===== src/design/bfa_pkg.sv =====
// Shared types and constants of the bitmap fit allocator.
// Used by the run scanner and the top level; depends on nothing.
`timescale 1ns / 1ps

package bfa_pkg;

	// Default geometry of the free map.
	localparam int MapLinesDefault     = 4096;
	localparam int UnitsPerLineDefault = 16;

	// Configuration port.
	localparam int       ApbAddrW    = 3;
	localparam int       ApbDataW    = 32;
	localparam logic     RegStrategy = 1'b0;

	// Operation codes of a request.
	typedef enum logic [1:0] {
		OP_ALLOC   = 2'd0,
		OP_COMPACT = 2'd1,
		OP_WRITE   = 2'd2
	} op_t;

	// Placement policies held in the strategy register.
	typedef enum logic [1:0] {
		FIT_FIRST = 2'd0,
		FIT_NEXT  = 2'd1,
		FIT_BEST  = 2'd2,
		FIT_WORST = 2'd3
	} fit_t;

	// Sequencer states.
	typedef enum logic [3:0] {
		ST_CLEAR,
		ST_IDLE,
		ST_SCAN,
		ST_SCAN_WAIT,
		ST_MARK,
		ST_MARK_WAIT,
		ST_COUNT,
		ST_COUNT_WAIT,
		ST_FILL,
		ST_DONE
	} state_t;

	// Control from the sequencer to the run scanner.
	typedef struct packed {
		logic start;
		logic fit;
		logic worst;
	} scan_ctl_t;

	// Status from the run scanner back to the sequencer.
	typedef struct packed {
		logic done;
		logic found;
	} scan_stat_t;

endpackage


===== src/design/bfa_run_scan.sv =====
// Run scanner: follows free runs across a stream of map lines, one line per cycle.
// Finds the earliest run that reaches the request (first fit) or the best or
// worst complete run (best/worst fit). Depends on bfa_pkg.
`timescale 1ns / 1ps

module bfa_run_scan import bfa_pkg::*; #(
	parameter int MAP_LINES      = MapLinesDefault,
	parameter int UNITS_PER_LINE = UnitsPerLineDefault,
	localparam int TOTAL = MAP_LINES * UNITS_PER_LINE,
	localparam int AW    = MAP_LINES > 1 ? $clog2(MAP_LINES) : 1,
	localparam int UW    = TOTAL > 1 ? $clog2(TOTAL) : 1,
	localparam int LENW  = $clog2(TOTAL + 1),
	localparam int OFFW  = UNITS_PER_LINE > 1 ? $clog2(UNITS_PER_LINE) : 1
) (
	input  logic                      clk,
	input  logic                      arst_n,
	input  scan_ctl_t                 ctl,
	input  logic [LENW-1:0]           need,
	input  logic                      line_valid,
	input  logic [UNITS_PER_LINE-1:0] line_data,
	input  logic [AW-1:0]             line_addr,
	input  logic                      line_last,
	output scan_stat_t                stat,
	output logic [UW-1:0]             start_unit,
	output logic [AW-1:0]             start_line,
	output logic [OFFW-1:0]           start_off
);

	localparam int LNW = $clog2(UNITS_PER_LINE + 1);
	localparam int P2  = 1 << $clog2(UNITS_PER_LINE);

	// Stage 2: per-bit run length inside the line.
	logic                      v_s2;
	logic [UNITS_PER_LINE-1:0] free_s2;
	logic [LNW-1:0]            len_s2 [UNITS_PER_LINE];
	logic [AW-1:0]             line_s2;
	logic [LENW-1:0]           base_s2;
	logic                      last_s2;
	logic [LNW-1:0]            len_d [UNITS_PER_LINE];

	// Run carried in from the previous line, and the current pick.
	logic [LENW-1:0] carry_len_q;
	logic [UW-1:0]   carry_unit_q;
	logic [AW-1:0]   carry_line_q;
	logic [OFFW-1:0] carry_off_q;
	logic            found_q;
	logic            done_q;
	logic [LENW-1:0] pick_len_q;
	logic [UW-1:0]   pick_unit_q;
	logic [AW-1:0]   pick_line_q;
	logic [OFFW-1:0] pick_off_q;

	// Stage 3 combinational signals.
	logic [LENW-1:0]       run_end [UNITS_PER_LINE];
	logic [UNITS_PER_LINE-1:0] from_c;
	logic                  nv   [2*P2];
	logic [LENW-1:0]       nlen [2*P2];
	logic [OFFW-1:0]       nj   [2*P2];
	logic                  take_r;
	logic [OFFW-1:0]       sel_j;
	logic [OFFW-1:0]       sel_off;
	logic [UW-1:0]         sel_unit;
	logic [AW-1:0]         sel_line;
	logic                  sel_better;
	logic [OFFW-1:0]       top_off;
	logic                  take_pick;
	logic                  cend_v;
	logic                  use_c;
	logic                  any_v;
	logic [LENW-1:0]       any_len;
	logic                  any_from_c;

	// Length of the free run that ends at each bit, counted inside the line.
	always_comb begin
		for (int j = 0; j < UNITS_PER_LINE; j++) begin
			len_d[j] = LNW'(j + 1);
			for (int k = 0; k <= j; k++) begin
				if (!line_data[k]) begin
					len_d[j] = LNW'(j - k);
				end
			end
		end
	end

	always_ff @(posedge clk or negedge arst_n) begin
		if (!arst_n) begin
			v_s2 <= 1'b0;
		end else begin
			v_s2 <= line_valid;
		end
	end

	always_ff @(posedge clk) begin
		free_s2 <= line_data;
		len_s2  <= len_d;
		line_s2 <= line_addr;
		base_s2 <= LENW'(32'(line_addr) * UNITS_PER_LINE);
		last_s2 <= line_last;
	end

	// Run ends with the carry added, and the candidate bits of this line.
	always_comb begin
		for (int i = 0; i < 2*P2; i++) begin
			nv[i]   = 1'b0;
			nlen[i] = '0;
			nj[i]   = '0;
		end
		for (int j = 0; j < UNITS_PER_LINE; j++) begin
			if (!free_s2[j]) begin
				run_end[j] = '0;
				from_c[j]  = 1'b0;
			end else if (len_s2[j] == LNW'(j + 1)) begin
				run_end[j] = carry_len_q + LENW'(j + 1);
				from_c[j]  = carry_len_q != '0;
			end else begin
				run_end[j] = LENW'(len_s2[j]);
				from_c[j]  = 1'b0;
			end
			nlen[P2+j] = run_end[j];
			nj[P2+j]   = OFFW'(j);
			if (j == UNITS_PER_LINE - 1) begin
				nv[P2+j] = free_s2[j] && run_end[j] >= need && (!ctl.fit || last_s2);
			end else begin
				nv[P2+j] = free_s2[j] && run_end[j] >= need && (!ctl.fit || !free_s2[j+1]);
			end
		end
		// Selection tree: lowest bit wins unless a fit mode prefers the other run.
		for (int i = P2 - 1; i >= 1; i--) begin
			take_r = nv[2*i+1] && (!nv[2*i] || (ctl.fit && (ctl.worst ?
				nlen[2*i+1] > nlen[2*i] : nlen[2*i+1] < nlen[2*i])));
			nv[i]   = take_r ? nv[2*i+1]   : nv[2*i];
			nlen[i] = take_r ? nlen[2*i+1] : nlen[2*i];
			nj[i]   = take_r ? nj[2*i+1]   : nj[2*i];
		end
	end

	// Start of the selected run and of the run that leaves the line.
	always_comb begin
		sel_j   = nj[1];
		sel_off = OFFW'(LNW'(sel_j) + LNW'(1) - len_s2[sel_j]);
		top_off = OFFW'(LNW'(UNITS_PER_LINE) - len_s2[UNITS_PER_LINE-1]);
		// A run carried in from earlier lines ends here when bit zero is used.
		// It lies lowest in the map, so it wins ties against runs of this line.
		cend_v     = ctl.fit && !free_s2[0] && carry_len_q != '0 && carry_len_q >= need;
		use_c      = cend_v && (!nv[1] || !(ctl.worst ? nlen[1] > carry_len_q :
			nlen[1] < carry_len_q));
		any_v      = cend_v || nv[1];
		any_len    = use_c ? carry_len_q : nlen[1];
		any_from_c = use_c || from_c[sel_j];
		if (any_from_c) begin
			sel_unit = carry_unit_q;
			sel_line = carry_line_q;
		end else begin
			sel_unit = UW'(base_s2 + LENW'(sel_off));
			sel_line = line_s2;
		end
		sel_better = ctl.worst ? any_len > pick_len_q : any_len < pick_len_q;
		take_pick  = any_v && (!found_q || (ctl.fit && sel_better));
	end

	always_ff @(posedge clk or negedge arst_n) begin
		if (!arst_n) begin
			carry_len_q <= '0;
			found_q     <= 1'b0;
			done_q      <= 1'b0;
		end else if (ctl.start) begin
			carry_len_q <= '0;
			found_q     <= 1'b0;
			done_q      <= 1'b0;
		end else begin
			done_q <= v_s2 && last_s2;
			if (v_s2) begin
				carry_len_q <= run_end[UNITS_PER_LINE-1];
				if (take_pick) begin
					found_q <= 1'b1;
				end
			end
		end
	end

	// Payload of the carried run and of the pick.
	always_ff @(posedge clk) begin
		if (v_s2) begin
			if (!from_c[UNITS_PER_LINE-1]) begin
				carry_unit_q <= UW'(base_s2 + LENW'(top_off));
				carry_line_q <= line_s2;
				carry_off_q  <= top_off;
			end
			if (take_pick) begin
				pick_len_q  <= any_len;
				pick_unit_q <= sel_unit;
				pick_line_q <= sel_line;
				pick_off_q  <= any_from_c ? carry_off_q : sel_off;
			end
		end
	end

	assign stat.done  = done_q;
	assign stat.found = found_q;
	assign start_unit = pick_unit_q;
	assign start_line = pick_line_q;
	assign start_off  = pick_off_q;

endmodule

===== config.mk =====
export PLATFORM = sky130hd
export DESIGN_NAME = bfa_run_scan
export DESIGN_NICKNAME = d
export VERILOG_FILES = /design/src/design/bfa_pkg.sv /design/src/design/bfa_run_scan.sv
export SDC_FILE = /design/constraint.sdc
export NUM_CORES = 2
export LEC_CHECK = 0
export BUFFER_PORTS_ARGS = -buffer_cell sky130_fd_sc_hd__buf_2
export CAP_MARGIN = 15
export CORE_AREA = 4 4 228 230
export CTS_CLUSTER_SIZE = 16
export DETAILED_ROUTE_END_ITERATION = 6
export DIE_AREA = 0 0 232 234
export PLACE_DENSITY = 0.69
export RECOVER_POWER = 100
export SYNTH_ARGS = -nofsm -noshare
export SYNTH_HDL_FRONTEND = slang
export SYNTH_SLANG_ARGS = --single-unit

===== constraint.sdc =====
create_clock -name clk -period 25.1 [get_ports clk]
set_input_delay 0 -clock clk [delete_from_list [all_inputs] [get_ports clk]]
set_output_delay 0 -clock clk [all_outputs]
set_load 0.005 [all_outputs]

**Word level (Yosys, flattened, before mapping)**

Cells that the tools add are included.

- Bitwise operators: 2
- Muxes and demuxes: 262
- $add $sub $neg: 21
- Reduce and logical (&&, ||, !) cells: 190
- Equality and inequality tests: 16
- Order comparisons: 53

Operators by type and width:

| operator | count |
|---|---|
| $mux W17 | 50 |
| $ge A17 B17 Y1 | 17 |
| $gt A17 B17 Y1 | 17 |
| $lt A17 B17 Y1 | 17 |
| $add A17 B4 Y17 const B | 8 |
| $mux W4 | 32 |
| $mux W3 | 41 |
| $mux W1 | 99 |
| $mux W2 | 35 |
| $logic_and A1 B1 Y1 | 69 |
| $add A17 B3 Y17 const B | 4 |
| $reduce_and A8 Y1 | 8 |
| $reduce_and A4 Y1 | 12 |
| $eq A5 B4 Y1 const B | 7 |
| $logic_not A1 Y1 | 35 |
| $logic_or A1 B1 Y1 | 35 |
| $add A17 B2 Y17 const B | 2 |
| $reduce_and A2 Y1 | 17 |
| $add A16 B4 Y16 | 2 |
| $bmux W5 S4 | 1 |
| $add A17 B1 Y17 const B | 1 |
| $add A17 B5 Y17 const B | 1 |
| $reduce_bool A17 Y1 | 1 |
| $mux W16 | 1 |
| 28 further kinds | 32 |

- Bits of input ports: 52
- Register bits after elaboration: 203
- Output and inout bits: 34

**Depth between registers and ports, before layout**

- Word-level depth: 42
- Depth in mapped cells: 86
- Gate-level depth less buffers: 76

**Least setup slack after synthesis**

OpenSTA, ideal clock, no wires.

- Kind: register to register
- From: register carry_len_q[1]
- To: register pick_len_q[0] (enable)
- Slack: 6.241 ns
- Arrival: 18.425 ns
- Stages on the path, launching flop included: 81
- Setup time: 0.434 ns
- Buffers on the path: 11
- Cell sequence: dfrtp_1 clkbuf_1 clkbuf_1 inv_1 ha_1 inv_1 a21oi_1 nand2b_1 or3_1 a21oi_1 inv_1 ha_1 and4_1 nand4_1 nor4_1 nor3_1 mux2i_1 a31o_2 [45 not listed] o21ai_0 xnor2_1 a21oi_1 clkbuf_1 buf_1 mux2_2 ha_1 a21o_1 a21o_1 a21oi_1 a21oi_1 o31a_1 o21a_1 o21a_1 o21ai_0 nor3b_1 o21ai_0 a21oi_1

- Longest elaborated chain between the ends: 40

Ends and longest elaborated chain:

| what | line | RTL |
|---|---|---|
| start: declaration | bfa_run_scan.sv:42 | `logic [LENW-1:0] carry_len_q;` |
| start signal: assignment | bfa_run_scan.sv:173 | `carry_len_q <= run_end[UNITS_PER_LINE-1];` |
| $add A17 B4 Y17, or another cell as far along | bfa_run_scan.sv:113 | `run_end[j] = carry_len_q + LENW'(j + 1);` |
| $mux W17 | bfa_run_scan.sv:112 | `end else if (len_s2[j] == LNW'(j + 1)) begin` |
| $mux W17 | bfa_run_scan.sv:109 | `if (!free_s2[j]) begin` |
| $ge A17 B17 Y1 | bfa_run_scan.sv:124 | `nv[P2+j] = free_s2[j] && run_end[j] >= need && (!ctl.fit \|\| !free_s2[j+1]);` |
| $logic_and A1 B1 Y1 (2 in series) | bfa_run_scan.sv:124 |  |
| $logic_not A1 Y1 | bfa_run_scan.sv:129 | `take_r = nv[2*i+1] && (!nv[2*i] \|\| (ctl.fit && (ctl.worst ?` |
| $logic_or A1 B1 Y1 | bfa_run_scan.sv:129 |  |
| $logic_and A1 B1 Y1 | bfa_run_scan.sv:129 |  |
| [24 not listed] | - |  |
| $mux W17 * | bfa_run_scan.sv:148 | `any_len = use_c ? carry_len_q : nlen[1];` |
| net any_len[6] | bfa_run_scan.sv:70 | `logic [LENW-1:0] any_len;` |
| $lt A17 B17 Y1 or $gt A17 B17 Y1 (tied branches) | bfa_run_scan.sv:157 | `sel_better = ctl.worst ? any_len > pick_len_q : any_len < pick_len_q;` |
| $mux W1 * | bfa_run_scan.sv:157 |  |
| $logic_and A1 B1 Y1 * | bfa_run_scan.sv:158 | `take_pick = any_v && (!found_q \|\| (ctl.fit && sel_better));` |
| $logic_or A1 B1 Y1 * | bfa_run_scan.sv:158 |  |
| $logic_and A1 B1 Y1 * | bfa_run_scan.sv:158 |  |
| $reduce_and A2 Y1 (no source line) * | - |  |
| end signal: assignment | bfa_run_scan.sv:190 | `pick_len_q <= any_len;` |
| end: declaration | bfa_run_scan.sv:48 | `logic [LENW-1:0] pick_len_q;` |

Mark *: on every way through the listed nets, which the timed path passes. The rest lies on a longest branch.
A chain may end at the register's enable or synchronous reset.

**Worst setup path after layout**

- From: register carry_len_q[5]
- To: register pick_unit_q[15], in the netlist start_unit[15] (enable)

- Longest elaborated chain between the ends: 40

Ends and longest elaborated chain:

| what | line | RTL |
|---|---|---|
| $add A17 B4 Y17, or another cell as far along | bfa_run_scan.sv:113 |  |
| $mux W17 | bfa_run_scan.sv:112 |  |
| $mux W17 | bfa_run_scan.sv:109 |  |
| $ge A17 B17 Y1 | bfa_run_scan.sv:124 |  |
| $logic_and A1 B1 Y1 (2 in series) | bfa_run_scan.sv:124 |  |
| $logic_not A1 Y1 | bfa_run_scan.sv:129 |  |
| $logic_or A1 B1 Y1 | bfa_run_scan.sv:129 |  |
| $logic_and A1 B1 Y1 | bfa_run_scan.sv:129 |  |
| [24 not listed] | - |  |
| $mux W17 * | bfa_run_scan.sv:148 |  |
| net any_len[6] | bfa_run_scan.sv:70 |  |
| $lt A17 B17 Y1 or $gt A17 B17 Y1 (tied branches) | bfa_run_scan.sv:157 |  |
| $mux W1 * | bfa_run_scan.sv:157 |  |
| $logic_and A1 B1 Y1 * | bfa_run_scan.sv:158 |  |
| $logic_or A1 B1 Y1 * | bfa_run_scan.sv:158 |  |
| $logic_and A1 B1 Y1 * | bfa_run_scan.sv:158 |  |
| $reduce_and A2 Y1 (no source line) * | - |  |
| end signal: assignment | bfa_run_scan.sv:191 | `pick_unit_q <= sel_unit;` |
| end: declaration | bfa_run_scan.sv:49 | `logic [UW-1:0] pick_unit_q;` |

Marked as above.

==> impl_results.md <==
* Layout cells sized above 1 at 0.0720
* Ys Warns at 0
* Cts bufs inserted at 17
* Routed WL at 128,000 µm
* Antenna Nets Post-Route at 0
* Leading cell type in the layout, fill and taps excluded: ha_1
* Worst hold path class: in2reg
* Peak VDD IR at 58.3 µV
* Final setup fails at 0
* Worst-path clk slew at approximately 80 ps
* Drt pass-1 iters at 7
* Antenna violations before repair at 8
* Worst Skew at roughly 16 ps
* Finished Cell Area at 29,100 µm²
* IO Port Bufs at 85
* Core area at approximately 50,000 µm²
* Sequential-to-total area share from yosys stat at 0.133
* Setup Fix Bufs, Post-CTS at 0
* Setup TNS at 0 ps
* Failing checks: capacitance limit, slew limit
* Via density at 6.77
* Relative slew slack at -0.914
* Max-cap viol count at 3
* Crit path required time at 25,260 ps
* Synthesized netlist cell count at between 3,000 and 4,000
* Reg2Reg Depth at between 70 and 80
* Final Max Tran Viols at 62
* Via count at 29,196
* RD Place Congestion at between 1 and 1.5
* Max FO, Critical Path at 22
* Row count at 82
* R2r startpoint: carry_len_q[5]
* Crit end category: register
* Residual DRC count at 0
* Post-cts resize count at 0
* FF-to-FF End: start_unit[15]
* Clock sink total at roughly 150
* Most frequent cells in the layout: ha_1, a21oi_1, nand2_1, inv_1, nor2_1
* RSZ-0062 raised after global routing: no
* CTS tree: yes
* Area of placed instances at between 20,000 and 30,000 µm²
* Root buffer cell: clkbuf_16
* Worst-margin pin slew at between 2000 and 3000 ps
* Final Hold Viols at 0
* Critical Path End: start_unit[15]
* CP arrival at 22,650 ps
* Pwr per Cell Area at around 23 nW/µm²
* Flop2flop setup slack at ~2600 ps
* Status: finished with violations
* Post-Syn Area at 27,100 µm²
* Die Span Y at 234 µm
* Final cell count without fillers at 4,310
* Critical path launch point type: register
* Critical Path Max Stage Delay at around 1000 ps
* Clock Latency Late Sink at roughly 460 ps
* Final Critical Period at 22,500 ps
* Number of flops mapped to enable cells by yosys at between 40 and 50
* Initial DRC count at just under 4,000
* DR WL/cell at 29.7 µm
* Chip Width at roughly 230 µm
* Syn_area_per_cell at between 7 and 8 µm²
* P_leak at about 14 nW
* Slowest cell on crit path: a311o_1
* Layout area overhead at 7.27%
* Initial core utilization at 0.544
* Pin count of the biggest net entering global routing at 35
* Global route total overflow at 0
* Crit. Startpoint: carry_len_q[5]
* Number of global-route vias before repair at roughly 27,000
* Post-synthesis cell type count at ~90
* HPWL Detailed at 99,400 µm
* Final period utilization at 0.896
* I/O Pins at 86
* Post-synthesis net count at 4,196
* Worst Setup Path Type: reg2reg
* GRT Total Usage at 0.454
* Achievable Freq at 44.5 MHz
* Flops & latches, synth at ~150
* Post-synth ARST share at 0.132
* Longest Clk Path Bufs at 2
* Final net count at 4,233
* First-pass GRT wire length at about 180,000 µm
* DP Cell Count at 4,234
* Primary FF master, synth: dfxtp_1
* Die ar. at around 54,000 µm²
* H-tree Lvls at 4
## stage by stage
| step | total power, mW | setup WS [ps] | hold WS (ps) | util |
|---|---|---|---|---|
| CTS | 0.668 | 4750 | 80.9 | 0.584 |
| finish | 0.676 | 2600 | 173 | 0.583 |
| detailed placement | 0.401 | 4770 | 22.1 | 0.566 |
| global route | 0.692 | 1790 | 202 | 0.583 |
| floorplan | 0.345 | 6240 | -296 | - |
| global placement | 0.400 | 4940 | 10.4 | 0.566 |
## worst min-delay path by stage
stage                       from               to  slack [ps]  depth (start not counted)
CTS                       arst_n  carry_len_q[10]          80                          2
finish                 line_last          last_s2         170                          2
global route        line_addr[7]      base_s2[11]         200                          2
global placement          arst_n             v_s2          10                          1
detailed placement        arst_n  carry_len_q[10]          20                          1
floorplan                 arst_n   carry_len_q[0]        -300                          0
## cells in the mapped netlist, types with 48 or more instances
cell type | n | share of area
ha_1 | 566 | 0.26
a21oi_1 | 332 | 0.061
nand2_1 | 327 | 0.045
inv_1 | 285 | 0.039
nor2_1 | 280 | 0.039
o21ai_0 | 245 | 0.045
clkbuf_1 | 126 | 0.017
mux2i_1 | 122 | 0.045
xnor2_1 | 121 | 0.039
nand3_1 | 115 | 0.021
nand4_1 | 100 | 0.023
mux2_2 | 99 | 0.041
dfxtp_1 | 82 | 0.061
or3_1 | 70 | 0.016
a21o_1 | 57 | 0.016
edfxtp_1 | 49 | 0.054
a211oi_1 | 48 | 0.013
nor2b_1 | 48 | 0.011
## metal layers
layer	GRT usage	vias up	share of wire
met5	0.0134	-	0.00098
met4	0.356	6	0.10
met3	0.118	649	0.12
met2	0.676	2020	0.40
met1	0.557	13448	0.38
li1	-	13073	-
## logic make-up after synthesis
kind of cell | share of synthesized area
AO/OA/AOI/OAI | 0.200
XOR/XNOR | 0.0401
adder cells (fa/ha/maj) | 0.262
buffers and inverters | 0.0670
flip-flops | 0.133
multiplexers | 0.0915
AND/OR/NAND/NOR | 0.206
## timing repair
action / in CTS / in global routing
endpoints found under the hold margin: 109 / 0
hold buffers: 32 / 0
endpoints found under the setup margin: 0 / 0
## cell type report
cell class              count  area (µm²)
fillers                  4804       20800
repair buffers            184        1190
diodes                     11        27.5
inverters                 296        1110
multi-input cells        2964       21700
clock buffers              22         475
well taps                 672         841
clock inverters            10         101
flip-flops and latches    151        3610
## power by group
group	total, mW	switching, mW	internal, mW
Combinational	0.134	0.0877	0.0460
Sequential	0.272	0.0113	0.261
Clock	0.270	0.122	0.147
## registers in the layout, summed over array words and instances, names as in the netlist
signal	count
free_s2	16
found_q	1
start_unit	16
base_s2	12
done_q	1
v_s2	1
pick_len_q	17
carry_len_q	17
last_s2	1
len_s2	53
carry_unit_q	16
## worst max-delay path: cells and delay by family (launching register included)
family / cells / cell delay, ps
adders and majority gates: 7 / 2160
and+or+nand+nor: 17 / 3820
muxes: 7 / 2630
DFF: 1 / 320
AOI/OAI and AO/OA: 33 / 9010
buffers and inverters: 9 / 3850
xor gates and xnor gates: 2 / 320
Power figures use the tool's default switching activity.
